### src/rtl/sync_framed_command_recognizer_assert.svh
// Assertion macros shared by the RTL files.
`ifndef SYNC_FRAMED_COMMAND_RECOGNIZER_ASSERT_SVH
`define SYNC_FRAMED_COMMAND_RECOGNIZER_ASSERT_SVH

// Property checked at every clock edge outside reset.
`define SFCR_ASSERT(label, prop, msg) \
    label: assert property (@(posedge i_clk) disable iff (!i_rst_n) (prop)) \
        else $error(msg);

// Condition in one cycle implies a consequence in the next.
`define SFCR_ASSERT_NEXT(label, pre, post, msg) \
    label: assert property (@(posedge i_clk) disable iff (!i_rst_n) \
        (pre) |=> (post)) else $error(msg);

`endif

### src/rtl/sfcr_pkg.sv
`default_nettype none
package sfcr_pkg;

    typedef logic [7:0] t_byte;

    localparam t_byte SYNC_CHAR = 8'h24;
    localparam t_byte LF_CHAR   = 8'h0A;
    localparam t_byte CR_CHAR   = 8'h0D;

    localparam int NUM_WORDS = 10;
    localparam logic [3:0] CMD_UNKNOWN = 4'd10;

    localparam int QDEPTH = 4;

    // Command words, right-justified, first character in the highest used byte.
    localparam logic [87:0] WORD_TEXT [NUM_WORDS] = '{
        88'("id"), 88'("ver"), 88'("seta:"), 88'("getseta"), 88'("geta"),
        88'("getadc0"), 88'("adccal0"), 88'("adccalh:"), 88'("adccalstore"),
        88'("adccalget")
    };
    localparam logic [3:0] WORD_LEN [NUM_WORDS] = '{
        4'd2, 4'd3, 4'd5, 4'd7, 4'd4, 4'd7, 4'd7, 4'd8, 4'd11, 4'd9
    };
    // Prefix words: seta: and adccalh:
    localparam logic [NUM_WORDS-1:0] WORD_PREFIX = 10'b0010000100;

    typedef enum logic [2:0] {
        MODE_HUNT0,
        MODE_HUNT1,
        MODE_HUNT2,
        MODE_HUNT3,
        MODE_BODY
    } t_mode;

    typedef enum logic [1:0] {
        REQ_START,
        REQ_COMMIT,
        REQ_FINISH,
        REQ_EMPTY
    } t_req_kind;

    typedef struct packed {
        t_req_kind kind;
        logic      commit;
        t_byte     data;
    } t_req;

    // Character at position pos of word idx; pos must be below the word length.
    function automatic t_byte word_char(input int unsigned idx, input logic [3:0] pos);
        logic [3:0] sh;
        sh = WORD_LEN[idx] - pos - 4'd1;
        return WORD_TEXT[idx][{sh, 3'b000} +: 8];
    endfunction

endpackage
`default_nettype wire

### src/rtl/sfcr_front.sv
`default_nettype none
module sfcr_front (
    input  wire logic          i_clk,
    input  wire logic          i_rst_n,
    input  wire logic          i_valid,
    input  wire sfcr_pkg::t_byte i_byte,
    output logic               o_ready,
    input  wire logic          i_full,
    output logic               o_push,
    output sfcr_pkg::t_req     o_req
);
    import sfcr_pkg::*;

    t_mode r_mode, n_mode;
    t_byte r_held, n_held;
    logic  w_acc;

    assign o_ready = !i_full;
    assign w_acc   = i_valid && !i_full;

    always_comb begin
        n_mode = r_mode;
        if (w_acc) begin
            case (r_mode)
                MODE_BODY: begin
                    if (i_byte == SYNC_CHAR) begin
                        n_mode = MODE_HUNT1;
                    end else if (i_byte == LF_CHAR) begin
                        n_mode = MODE_HUNT0;
                    end
                end
                MODE_HUNT0: n_mode = (i_byte == SYNC_CHAR) ? MODE_HUNT1 : MODE_HUNT0;
                MODE_HUNT1: n_mode = (i_byte == SYNC_CHAR) ? MODE_HUNT2 : MODE_HUNT0;
                MODE_HUNT2: n_mode = (i_byte == SYNC_CHAR) ? MODE_HUNT3 : MODE_HUNT0;
                MODE_HUNT3: begin
                    if (i_byte == SYNC_CHAR) begin
                        n_mode = MODE_HUNT3;
                    end else if (i_byte == LF_CHAR) begin
                        n_mode = MODE_HUNT0;
                    end else begin
                        n_mode = MODE_BODY;
                    end
                end
                default: n_mode = MODE_HUNT0;
            endcase
        end
    end

    always_comb begin
        o_push      = 1'b0;
        o_req.kind  = REQ_COMMIT;
        o_req.commit = 1'b0;
        o_req.data  = r_held;
        n_held      = r_held;
        if (w_acc) begin
            case (r_mode)
                MODE_BODY: begin
                    if (i_byte == LF_CHAR) begin
                        o_push       = 1'b1;
                        o_req.kind   = REQ_FINISH;
                        o_req.commit = (r_held != CR_CHAR);
                    end else if (i_byte != SYNC_CHAR) begin
                        o_push       = 1'b1;
                        o_req.kind   = REQ_COMMIT;
                        o_req.commit = 1'b1;
                        n_held       = i_byte;
                    end
                end
                MODE_HUNT3: begin
                    if (i_byte == LF_CHAR) begin
                        o_push     = 1'b1;
                        o_req.kind = REQ_EMPTY;
                    end else if (i_byte != SYNC_CHAR) begin
                        o_push     = 1'b1;
                        o_req.kind = REQ_START;
                        n_held     = i_byte;
                    end
                end
                default: begin
                end
            endcase
        end
    end

    always_ff @(posedge i_clk) begin
        if (!i_rst_n) begin
            r_mode <= MODE_HUNT0;
        end else begin
            r_mode <= n_mode;
        end
        r_held <= n_held;
    end

endmodule
`default_nettype wire

### src/rtl/sfcr_queue.sv
`default_nettype none
module sfcr_queue (
    input  wire logic          i_clk,
    input  wire logic          i_rst_n,
    input  wire logic          i_push,
    input  wire sfcr_pkg::t_req i_req,
    output logic               o_full,
    input  wire logic          i_pop,
    output sfcr_pkg::t_req     o_head,
    output logic               o_empty
);
    import sfcr_pkg::*;

    localparam int QAW = $clog2(QDEPTH);
    localparam int QCW = $clog2(QDEPTH + 1);

    t_req             r_mem [QDEPTH];
    logic [QAW-1:0]   r_wr_ptr, r_rd_ptr;
    logic [QCW-1:0]   r_count;

    assign o_full  = (r_count == QCW'(QDEPTH));
    assign o_empty = (r_count == '0);
    assign o_head  = r_mem[r_rd_ptr];

    always_ff @(posedge i_clk) begin
        if (i_push) begin
            r_mem[r_wr_ptr] <= i_req;
        end
    end

    always_ff @(posedge i_clk) begin
        if (!i_rst_n) begin
            r_wr_ptr <= '0;
            r_rd_ptr <= '0;
            r_count  <= '0;
        end else begin
            if (i_push) begin
                r_wr_ptr <= r_wr_ptr + 1'b1;
            end
            if (i_pop) begin
                r_rd_ptr <= r_rd_ptr + 1'b1;
            end
            if (i_push && !i_pop) begin
                r_count <= r_count + 1'b1;
            end else if (i_pop && !i_push) begin
                r_count <= r_count - 1'b1;
            end
        end
    end

`include "sync_framed_command_recognizer_assert.svh"
    `SFCR_ASSERT(a_q_bound, r_count <= QCW'(QDEPTH), "queue count beyond depth")
    `SFCR_ASSERT(a_q_pop_empty, !(i_pop && o_empty), "pop from empty queue")
    `SFCR_ASSERT_NEXT(a_q_inc, i_push && !i_pop, r_count == $past(r_count) + 1'b1, "count lost")

endmodule
`default_nettype wire

### src/rtl/sfcr_back.sv
`default_nettype none
module sfcr_back #(
    parameter int BODY_COUNT_MAX = 255
) (
    input  wire logic          i_clk,
    input  wire logic          i_rst_n,
    input  wire sfcr_pkg::t_req i_head,
    input  wire logic          i_empty,
    output logic               o_pop,
    output logic               o_valid,
    input  wire logic          i_ready,
    output logic [3:0]         o_command,
    output logic [7:0]         o_length
);
    import sfcr_pkg::*;

    localparam int CW = $clog2(BODY_COUNT_MAX + 1);

    logic [NUM_WORDS-1:0] r_cand, n_cand, c_cand;
    logic [CW-1:0]        r_count, n_count, c_count;
    logic                 r_out_valid;
    logic [3:0]           r_cmd, c_cmd;
    logic [7:0]           r_len, c_len;
    logic                 w_commit, w_need_out, w_out_free;

    assign w_commit   = (i_head.kind == REQ_COMMIT) ||
                        ((i_head.kind == REQ_FINISH) && i_head.commit);
    assign w_need_out = (i_head.kind == REQ_FINISH) || (i_head.kind == REQ_EMPTY);
    assign w_out_free = !r_out_valid || i_ready;
    assign o_pop      = !i_empty && (!w_need_out || w_out_free);

    always_comb begin
        c_cand  = r_cand;
        c_count = r_count;
        if (w_commit) begin
            for (int i = 0; i < NUM_WORDS; i++) begin
                if (32'(r_count) < 32'(WORD_LEN[i])) begin
                    if (word_char(i, r_count[3:0]) != i_head.data) begin
                        c_cand[i] = 1'b0;
                    end
                end else if (!WORD_PREFIX[i]) begin
                    c_cand[i] = 1'b0;
                end
            end
            if (r_count != CW'(BODY_COUNT_MAX)) begin
                c_count = r_count + 1'b1;
            end
        end
        c_cmd = CMD_UNKNOWN;
        for (int i = NUM_WORDS - 1; i >= 0; i--) begin
            if (c_cand[i] && (WORD_PREFIX[i] ? (32'(c_count) >= 32'(WORD_LEN[i]))
                                             : (32'(c_count) == 32'(WORD_LEN[i])))) begin
                c_cmd = 4'(i);
            end
        end
        c_len = (32'(c_count) > 32'd255) ? 8'd255 : 8'(c_count);
        if (i_head.kind == REQ_EMPTY) begin
            c_cmd = CMD_UNKNOWN;
            c_len = 8'd0;
        end
    end

    always_comb begin
        n_cand  = r_cand;
        n_count = r_count;
        if (o_pop) begin
            case (i_head.kind)
                REQ_START: begin
                    n_cand  = '1;
                    n_count = '0;
                end
                REQ_COMMIT, REQ_FINISH: begin
                    n_cand  = c_cand;
                    n_count = c_count;
                end
                default: begin
                end
            endcase
        end
    end

    always_ff @(posedge i_clk) begin
        if (!i_rst_n) begin
            r_cand      <= '1;
            r_count     <= '0;
            r_out_valid <= 1'b0;
        end else begin
            r_cand  <= n_cand;
            r_count <= n_count;
            if (o_pop && w_need_out) begin
                r_out_valid <= 1'b1;
            end else if (i_ready) begin
                r_out_valid <= 1'b0;
            end
        end
        if (o_pop && w_need_out) begin
            r_cmd <= c_cmd;
            r_len <= c_len;
        end
    end

    assign o_valid   = r_out_valid;
    assign o_command = r_cmd;
    assign o_length  = r_len;

`include "sync_framed_command_recognizer_assert.svh"
    `SFCR_ASSERT(a_cnt_sat, 32'(r_count) <= BODY_COUNT_MAX, "body count beyond maximum")

endmodule
`default_nettype wire

### src/rtl/sync_framed_command_recognizer.sv
// Channel   Dir  Signals                      Payload
// s_axis    in   tvalid tready tdata[7:0]     rx_byte
// m_axis    out  tvalid tready tdata[15:0]    command[3:0], body_length[11:4]
//
// One byte per cycle on s_axis while tready is high; results are registered
// behind the queue. The front end runs the framing FSM, the back end the word
// matcher, one request per cycle unless a result waits, via a four-entry queue.
// s_axis_tready drops only when the queue fills while a result waits on m_axis.
// Synchronous reset clears all control state.
`default_nettype none
module sync_framed_command_recognizer #(
    parameter int BODY_COUNT_MAX = 255
) (
    input  wire logic        i_clk,
    input  wire logic        i_rst_n,
    input  wire logic        s_axis_tvalid,
    output logic             s_axis_tready,
    input  wire logic [7:0]  s_axis_tdata,   // [7:0] rx_byte
    output logic             m_axis_tvalid,
    input  wire logic        m_axis_tready,
    output logic [15:0]      m_axis_tdata    // [3:0] command, [11:4] body_length
);
    import sfcr_pkg::*;

    t_req       w_req, w_head;
    logic       w_push, w_full, w_pop, w_empty;
    logic [3:0] w_cmd;
    logic [7:0] w_len;

    sfcr_front u_front (
        .i_clk   (i_clk),
        .i_rst_n (i_rst_n),
        .i_valid (s_axis_tvalid),
        .i_byte  (s_axis_tdata),
        .o_ready (s_axis_tready),
        .i_full  (w_full),
        .o_push  (w_push),
        .o_req   (w_req)
    );

    sfcr_queue u_queue (
        .i_clk   (i_clk),
        .i_rst_n (i_rst_n),
        .i_push  (w_push),
        .i_req   (w_req),
        .o_full  (w_full),
        .i_pop   (w_pop),
        .o_head  (w_head),
        .o_empty (w_empty)
    );

    sfcr_back #(
        .BODY_COUNT_MAX (BODY_COUNT_MAX)
    ) u_back (
        .i_clk     (i_clk),
        .i_rst_n   (i_rst_n),
        .i_head    (w_head),
        .i_empty   (w_empty),
        .o_pop     (w_pop),
        .o_valid   (m_axis_tvalid),
        .i_ready   (m_axis_tready),
        .o_command (w_cmd),
        .o_length  (w_len)
    );

    assign m_axis_tdata = {4'b0000, w_len, w_cmd};

endmodule
`default_nettype wire

### config.mk
export PLATFORM = sky130hd
export DESIGN_NAME = sync_framed_command_recognizer
export DESIGN_NICKNAME = d
export VERILOG_FILES = /design/src/rtl/sfcr_pkg.sv /design/src/rtl/sfcr_front.sv /design/src/rtl/sfcr_queue.sv /design/src/rtl/sfcr_back.sv /design/src/rtl/sync_framed_command_recognizer.sv
export VERILOG_INCLUDE_DIRS = /design/src /design/src/rtl
export SDC_FILE = /design/constraint.sdc
export NUM_CORES = 1
export LEC_CHECK = 0
export BUFFER_PORTS_ARGS = -buffer_cell sky130_fd_sc_hd__buf_2
export CELL_PAD_IN_SITES_DETAIL_PLACEMENT = 0
export CELL_PAD_IN_SITES_GLOBAL_PLACEMENT = 1
export CORE_MARGIN = 8
export CORE_UTILIZATION = 44
export CTS_CLUSTER_DIAMETER = 30
export DETAILED_ROUTE_END_ITERATION = 10
export HOLD_SLACK_MARGIN = 0.03
export PLACE_DENSITY_LB_ADDON = 0.1
export SLEW_MARGIN = 20
export SYNTH_ARGS = -nofsm -noshare
export SYNTH_HDL_FRONTEND = slang
export SYNTH_HIERARCHICAL = 1
export SYNTH_SLANG_ARGS = --single-unit
### constraint.sdc
create_clock -name i_clk -period 3.2 [get_ports i_clk]
set_input_delay 0.16 -clock i_clk [delete_from_list [all_inputs] [get_ports i_clk]]
set_output_delay 0.16 -clock i_clk [all_outputs]
set_load 0.01 [all_outputs]
==> results of run 1 <==
## kinds of logic after synthesis
| kind of cell | Yosys count |
|---|---|
| buf+inv | 76 |
| compound gates | 191 |
| mux | 21 |
| fa+ha+maj | 34 |
| flops | 95 |
| simple gates | 249 |
| xor+xnor | 23 |
| other cells | 1 |
## routing by layer
metal / vias up / routed length, microns / track usage
met1: 2836 / 8550 / 0.2440
met2: 151 / 9695 / 0.3374
met4: 0 / 512 / 0.07494
met5: - / 0 / 0
li1: 2826 / - / -
met3: 35 / 834 / 0.03493
## sequential cells by signal, summed over array words and instances (netlist names), 3 cells and up, named ones only
signal	flops
u_back/o_command	4
u_back/o_length	8
u_back/r_cand	10
u_back/r_count	8
u_front/r_held	8
u_front/r_mode	3
u_queue/r_count	3
u_queue/r_mem	44
## per-stage QoR
step | area [sq um] | instances | power [mW] | hold slack [ns]
after floorplan | 6605 | 693 | 3.120 | 0.2589
after global placement | 7632 | 970 | 4.191 | 0.3519
final | 8398 | 1007 | 5.593 | 0.05069
after global routing | 8398 | 1007 | 5.894 | 0.04923
after CTS | 8119 | 999 | 5.378 | 0.04132
after detailed placement | 7632 | 970 | 4.223 | 0.3576
## synthesized netlist by cell type (all sizes together) (6+ instances only)
| cell | instances | share of area |
|---|---|---|
| a211oi | 6 | 0.0069 |
| a21oi | 34 | 0.029 |
| a31oi | 10 | 0.0095 |
| and2 | 18 | 0.017 |
| and3 | 6 | 0.0057 |
| buf | 28 | 0.026 |
| clkbuf | 19 | 0.011 |
| dfxtp | 31 | 0.094 |
| edfxtp | 64 | 0.29 |
| ha | 33 | 0.063 |
| inv | 27 | 0.015 |
| mux2i | 7 | 0.011 |
| mux4 | 11 | 0.038 |
| nand2 | 51 | 0.029 |
| nand2b | 11 | 0.012 |
| nand3 | 19 | 0.015 |
| nor2 | 47 | 0.027 |
| nor2b | 21 | 0.021 |
| nor3 | 28 | 0.023 |
| nor3b | 6 | 0.0076 |
| o2111ai | 7 | 0.0093 |
| o211ai | 6 | 0.0069 |
| o21ai | 51 | 0.039 |
| o22ai | 10 | 0.0095 |
| o31ai | 6 | 0.0076 |
| or2 | 8 | 0.0076 |
| xnor2 | 18 | 0.024 |
## path summary, 6_finish.rpt
check / startpoint / depth (start not counted) / endpoint / slack (ns)
setup / recovery: register / 14 / u_back/o_command[0] / 0.06
hold reg to reg: u_back/r_cand[6] / 2 / u_back/r_cand[6] / 0.47
setup reg to reg: register / 14 / u_back/o_command[0] / 0.06
hold / removal: s_axis_tdata[2] / 1 / u_front/r_held[2] / 0.05
## cell type report
type,count,share of cell area
tap,184,0.02741
clock buffer,13,0.03367
inverter,29,0.01341
clock inverter,3,0.002682
multi-input combinational,522,0.4715
sequential,95,0.3033
timing repair buffer,161,0.1479
## power by group
| group | total [mW] | internal, mW | leakage [nW] | switching (mW) |
|---|---|---|---|---|
| Sequential | 1.52 | 1.43 | 0.851 | 0.0819 |
| Clock | 1.08 | 0.624 | 0.147 | 0.460 |
| Combinational | 2.99 | 1.39 | 2.17 | 1.61 |
| Total | 5.59 | 3.44 | 3.17 | 2.15 |
## cells in the final DEF, fill, tap and decap left out, types with 7 or more instances in the layout
cell type                     n
sky130_fd_sc_hd__buf_4      120
sky130_fd_sc_hd__edfxtp_1    64
sky130_fd_sc_hd__nand2_1     51
sky130_fd_sc_hd__o21ai_0     45
sky130_fd_sc_hd__nor2_1      44
sky130_fd_sc_hd__dfxtp_1     29
sky130_fd_sc_hd__a21oi_1     27
sky130_fd_sc_hd__ha_1        27
sky130_fd_sc_hd__buf_2       25
sky130_fd_sc_hd__nor3_1      23
sky130_fd_sc_hd__inv_1       21
sky130_fd_sc_hd__nor2b_1     19
sky130_fd_sc_hd__nand3_1     18
sky130_fd_sc_hd__and2_1      17
sky130_fd_sc_hd__xnor2_1     16
sky130_fd_sc_hd__clkbuf_16   11
sky130_fd_sc_hd__mux4_2      11
sky130_fd_sc_hd__nand2b_1    10
sky130_fd_sc_hd__o22ai_1     10
sky130_fd_sc_hd__a31oi_1      8
sky130_fd_sc_hd__o2111ai_1    7
## timing repair
item                       CTS  global route
setup endpoints to repair    4             4
setup buffers                7             8
gates resized for setup     18            42
pin swaps                    9            16
hold buffers                 6             0
hold endpoints to repair     6             0
==> load_flow_metrics.sql, run 1 <==
INSERT INTO impl_metrics (metric_group, metric, value, unit) VALUES
('run_status', 'run_status', 'completed', ''),
('sta', 'fmax', '318.3', 'MHz'),
('setup_path', 'crit_required', '3.41', 'ns'),
('final_layout', 'finish.net_count', '864', ''),
('setup_path', 'delay_contributed_by_the_slowest_stage_of_the_critical_path', '0.54', 'ns'),
('floorplanning', 'io-pin-count', '30', ''),
('cts', 'tritoncts', 'done', ''),
('cts', 'depth_of_the_cts_h_tree', '3', ''),
('sta', 'hold_viol', '0', ''),
('final_layout', 'multi_input_area', '3960', 'sq um'),
('route', 'firstDrtPassIters', '4', ''),
('cts', 'clock_sink_count', '95', ''),
('sta', 'rsz0062_at_grt', 'yes', ''),
('setup_path', 'cp-end-kind', 'register', ''),
('setup_path', 'crit_type', 'register to register', ''),
('global_route', 'globalRouteTotalUtil', '0.1980', ''),
('sta', 'clock-skew-final', '0.01030', 'ns'),
('cts', 'tritoncts.num_buffers', '9', ''),
('sta', 'relSlewSlack', '0.5169', ''),
('floorplanning', 'effective_utilization_at_floorplan', '0.4507', ''),
('placed_design', 'io_buffer_count', '25', ''),
('global_route', 'global_route.overflow_total', '0', ''),
('final_layout', 'areaGrowthSynthToFinish', '27.73', '%'),
('synth', 'synth-seq-area-share', '0.3867', ''),
('sta', 'setup_viol_count_final', '0', ''),
('synth', 'synthMuxAreaShare', '0.05404', ''),
('route', 'first_iter_violations', '376', ''),
('final_layout', 'num_antenna_cells', '0', ''),
('route', 'routed_wl', '19.59', 'mm'),
('final_layout', 'nFillCells', '1280', ''),
('run', 'drv_cap', '0', ''),
('route', 'vias', '5848', ''),
('synth', 'synth_top_family_by_area', 'simple AND/OR/NAND/NOR gates', ''),
('synth', 'synth-async-reset-ratio', '0', ''),
('global_route', 'number_of_antenna_violations_at_the_first_check_in_global_routing', '0', ''),
('final_layout', 'finalCoreUtilization', '0.5756', ''),
('synth', 'synth_compound_area_frac', '0.2023', ''),
('route', 'drc_errors', '0', ''),
('placed_design', 'place_congestion', '0.9133', ''),
('synth', 'synthXorXnorAreaFrac', '0.03064', ''),
('setup_path', 'path_buf_inv', '3', ''),
('cts', 'ctsLongestPathBuffers', '2', ''),
('sta', 'fin_ws', '0.05832', 'ns'),
('setup_path', 'critical_path.slowest_cell', 'sky130_fd_sc_hd__mux4_2', ''),
('power_and_ir_drop', 'standby_leakage_power', '3.169', 'nW'),
('setup_path', 'critical-path-top-delay-family', 'multiplexers', ''),
('worst_hold_path', 'min_path_type', 'input port to register', ''),
('route', 'route.detailed.vias_per_inst', '5.807', ''),
('route', 'detail_route.wl_per_cell', '19.46', 'microns'),
('synth', 'synth_simple_gate_area_share', '0.2069', ''),
('synth', 'synthesis.yosys.warnings', '6', ''),
('cts', 'clock-root-buffer', 'sky130_fd_sc_hd__clkbuf_16', ''),
('sta', 'layout_min_cycle_time', '3.142', 'ns'),
('route', 'detail-route-antenna-nets', '0', ''),
('synth', 'synth-seq-cells', '95', ''),
('floorplanning', 'core.rowCount', '44', ''),
('synth', 'netlist_instances', '690', ''),
('setup_path', 'worstPathCellList', 'buf_6, mux4_2, inv_2, ha_4, a21oi_2, buf_6, nor3b_4, mux2i_2, o221ai_4, nor3b_2, o21ai_1, o221a_1, a211o_1, a21oi_2', ''),
('sta', 'final_min_period_over_clock_period', '0.9818', ''),
('global_route', 'grt_pass1_wl', '30.66', 'mm'),
('global_route', 'grt_max_degree', '28', ''),
('cts', 'clock_latency', '0.35', 'ns'),
('synth', 'synth_ff_type', 'sky130_fd_sc_hd__edfxtp_1', ''),
('setup_path', 'timing.critical_path.fanout_max', '7', ''),
('power_and_ir_drop', 'power.ir.vdd_worst', '383.3', 'uV'),
('final_layout', 'layout-drive-gt1-share', '0.3135', ''),
('floorplanning', 'die_height', '138.2', 'microns'),
('sta', 'actual_slew_at_the_worst_max_slew_pin', '0.7180', 'ns'),
('final_layout', 'sequential_cell_area', '2547', 'sq um'),
('synth', 'synth_edf_count', '64', ''),
('sta', 'fin_setup_tns', '0', 'ns');
Note: power is estimated with default switching activity, not from simulation.
==> run 2, diff against run 1 <==
Settings changed: CAP_MARGIN set to 20, CORE_UTILIZATION 44 to 49, SETUP_SLACK_MARGIN set to 0.02.
Clock period 3.2 ns to 3 ns, I/O delays scaled along.
==> load_flow_metrics.sql, run 2 (synthesis gave the netlist of run 1 again) <==
INSERT INTO impl_metrics (metric_group, metric, value, unit) VALUES
('run_status', 'run_status', 'finished, violations left', ''),
('run_status', 'violations', 'negative setup slack', ''),
('sta', 'actual_slew_at_the_worst_max_slew_pin', '0.7233', 'ns'),
('final_layout', 'design_area', '8847', 'sq um'),
('setup_path', 'delay_contributed_by_the_slowest_stage_of_the_critical_path', '0.59', 'ns'),
('floorplanning', 'fp.dieArea', '17380', 'sq um'),
('floorplanning', 'effective_utilization_at_floorplan', '0.4985', ''),
('global_route', 'grt_max_degree', '28', ''),
('global_route', 'grt.met2_usage', '0.4067', ''),
('floorplanning', 'die_height', '131.8', 'microns'),
('power_and_ir_drop', 'power.combinational.fraction', '0.554', ''),
('global_route', 'globalRouteTotalUtil', '0.2367', ''),
('sta', 'rsz0062_at_grt', 'yes', ''),
('sta', 'fin_ws', '-0.2007', 'ns'),
('global_route', 'grt_util_met3', '0.03506', ''),
('route', 'route.detailed.vias_per_inst', '6.098', ''),
('final_layout', 'largest-register', 'u_queue/r_mem', ''),
('setup_path', 'critical-path-top-delay-family', 'compound AO/OA/AOI/OAI gates', ''),
('power_and_ir_drop', 'cell_internal_pwr', '3.805', 'mW'),
('power_and_ir_drop', 'clock_group_share_of_total_power', '0.185', ''),
('sta', 'final_min_period_over_clock_period', '1.067', ''),
('final_layout', 'largest_registers', 'u_queue/r_mem: 44 flops, u_back/r_cand: 10 flops', ''),
('cts', 'depth_of_the_cts_h_tree', '3', ''),
('placed_design', 'io_buffer_count', '25', ''),
('setup_path', 'cp-end-kind', 'register', ''),
('sta', 'hold_viol', '0', ''),
('sta', 'slew_violations', '0', ''),
('floorplanning', 'io-pin-count', '30', ''),
('route', 'drc_errors', '0', ''),
('cts', 'clock-root-buffer', 'sky130_fd_sc_hd__clkbuf_16', ''),
('global_route', 'grt_busiest_layer', 'met2', ''),
('placed_design', 'dp_slack', '-0.3337', 'ns'),
('final_layout', 'finish.net_count', '900', ''),
('final_layout', 'most-common-layout-cells', 'sky130_fd_sc_hd__buf_4 (152), sky130_fd_sc_hd__edfxtp_1 (64), sky130_fd_sc_hd__nand2_1 (51)', ''),
('cts', 'clock_latency', '0.35', 'ns'),
('sta', 'setup_viol_count_final', '4', ''),
('worst_hold_path', 'min_path_type', 'input port to register', ''),
('setup_path', 'crit_type', 'register to register', ''),
('final_layout', 'num_antenna_cells', '0', ''),
('route', 'detail-route-antenna-nets', '0', ''),
('setup_path', 'critical_path.slowest_cell', 'sky130_fd_sc_hd__mux4_2', ''),
('setup_path', 'path_depth', '11', ''),
('placed_design', 'dp_hpwl', '15.51', 'mm'),
('setup_path', 'worstPathCellList', 'mux4_2, ha_4, a21o_4, a311o_1, a21oi_2, o221ai_4, nor3b_2, o21ai_2, o221a_1, a211o_1, a21oi_2', ''),
('cts', 'tritoncts.num_buffers', '9', ''),
('global_route', 'grt_pass1_wl', '33.00', 'mm'),
('setup_path', 'worst_path_most_repeated_cell', 'sky130_fd_sc_hd__a21oi_2', ''),
('route', 'firstDrtPassIters', '7', ''),
('cts', 'ctsLongestPathBuffers', '2', ''),
('route', 'detail_route.wl_per_cell', '20.31', 'microns'),
('final_layout', 'largest_register_ff_count', '44', ''),
('route', 'routed_wl', '21.02', 'mm'),
('final_layout', 'finish.cell_count_without_fillers', '1035', ''),
('setup_path', 'path_buf_inv', '0', ''),
('power_and_ir_drop', 'p_sw', '2.425', 'mW'),
('power_and_ir_drop', 'sequentialPowerShare', '0.261', ''),
('final_layout', 'layout-drive-gt1-share', '0.3679', ''),
('final_layout', 'areaGrowthSynthToFinish', '34.56', '%'),
('sta', 'fin_worst_hold_slack', '0.1755', 'ns'),
('floorplanning', 'floorplan.core_area', '13190', 'sq um'),
('setup_path', 'crit_required', '3.21', 'ns'),
('sta', 'clock-skew-final', '0.006034', 'ns'),
('setup_path', 'crit_arrival', '3.41', 'ns'),
('sta', 'relSlewSlack', '0.5134', ''),
('floorplanning', 'core.rowCount', '42', ''),
('sta', 'layout_min_cycle_time', '3.201', 'ns'),
('cts', 'tritoncts', 'done', ''),
('global_route', 'global_route.overflow_total', '0', ''),
('route', 'first_iter_violations', '462', ''),
('power_and_ir_drop', 'power.ir.vdd_worst', '533.5', 'uV'),
('placed_design', 'place_inst', '990', ''),
('placed_design', 'placement.cell_area', '7904', 'sq um'),
('global_route', 'grt_pass1_vias', '6295', ''),
('cts', 'worst_setup_hold_path_clk_slew', '0.07', 'ns'),
('setup_path', 'worstRegToRegCells', '11', ''),
('run', 'drv_cap', '0', ''),
('route', 'vias', '6311', ''),
('power_and_ir_drop', 'p_sw_frac', '0.3892', ''),
('final_layout', 'mostFrequentLayoutCell', 'sky130_fd_sc_hd__buf_4', ''),
('power_and_ir_drop', 'power.density', '704.2', 'nW/um^2'),
('setup_path', 'timing.critical_path.fanout_max', '6', ''),
('cts', 'clock_sink_count', '95', ''),
('power_and_ir_drop', 'standby_leakage_power', '3.389', 'nW'),
('worst_hold_path', 'timing.hold.worst_path_depth', '3', ''),
('global_route', 'grt_util_met1', '0.2814', ''),
('sta', 'fmax', '312.4', 'MHz'),
('global_route', 'number_of_antenna_violations_at_the_first_check_in_global_routing', '0', ''),
('floorplanning', 'die_width', '131.8', 'microns'),
('placed_design', 'place_congestion', '0.9832', ''),
('setup_path', 'startpoint_type', 'register', ''),
('final_layout', 'nFillCells', '1073', '');
run 2: changes by cell type in the layout (fill, tap and decap cells not counted), sizes merged:
cell / previous run / this run
mux4: 11 / 12
clkbuf: 13 / 10
dlygate4sd3: 6 / 8
clkinvlp: 2 / 4
buf: 155 / 188
inv: 28 / 27
bufinv: 0 / 1
clkinv: 2 / 3
run 2: power groups by stage:
stage | Clock (mW) | Combinational [mW] | Sequential, mW
after CTS | 1.17 | 3.25 | 1.62
after global routing | 1.22 | 3.70 | 1.64
after global placement | 0 | 2.99 | 1.65
after floorplan | 0 | 1.73 | 1.64
final | 1.15 | 3.45 | 1.62
after detailed placement | 0 | 3.02 | 1.65
run 2: cell type report:
type,count,area (sq um),share of cell area
clock buffer,10,229.0,0.02588
clock inverter,6,68.82,0.007778
inverter,29,120.1,0.01358
multi-input combinational,523,4148,0.4688
sequential,95,2552,0.2885
tap,176,220.2,0.02489
timing repair buffer,196,1509,0.1706
run 2: metrics by stage:
step | setup TNS, ns | utilization | total power [mW]
after floorplan | -0.1106 | - | 3.377
after global placement | -1.216 | 0.5992 | 4.634
after detailed placement | -1.104 | 0.5992 | 4.667
after CTS | -0.3531 | 0.6541 | 6.047
after global routing | -1.136 | 0.6707 | 6.561
final | -0.6807 | 0.6707 | 6.230
run 2: worst paths after layout:
path	from	endpoint	slack, ns
worst min-delay path	m_axis_tready	u_back/o_valid	0.18
worst max register to register	register	u_back/o_command[0]	-0.20
worst min register to register	u_back/r_cand[6]	u_back/r_cand[6]	0.49
worst max-delay path	register	u_back/o_command[0]	-0.20
run 2: what timing repair did:
| action | CTS | global route |
|---|---|---|
| cloned | 1 | 0 |
| endpoints found under the setup margin | 4 | 7 |
| pin swaps | 22 | 23 |
| hold endpoints to repair | 8 | 0 |
| buffers inserted | 16 | 6 |
| hold buffers | 8 | 0 |
| gates resized for setup | 47 | 47 |
run 2: worst register-to-register path: stages (launching register included):
cell                       delay (ns)
sky130_fd_sc_hd__dfxtp_4         0.41
sky130_fd_sc_hd__mux4_2          0.59
sky130_fd_sc_hd__ha_4            0.21
sky130_fd_sc_hd__a21o_4          0.23
sky130_fd_sc_hd__a311o_1         0.36
sky130_fd_sc_hd__a21oi_2         0.20
sky130_fd_sc_hd__o221ai_4        0.17
sky130_fd_sc_hd__nor3b_2         0.28
sky130_fd_sc_hd__o21ai_2         0.09
sky130_fd_sc_hd__o221a_1         0.13
sky130_fd_sc_hd__a211o_1         0.29
sky130_fd_sc_hd__a21oi_2         0.14
run 2: per-layer routing:
metal	wire (microns)	up-vias
li1	-	2915
met1	8523	3052
met2	10340	268
met3	1225	76
met4	933	0
met5	0	-
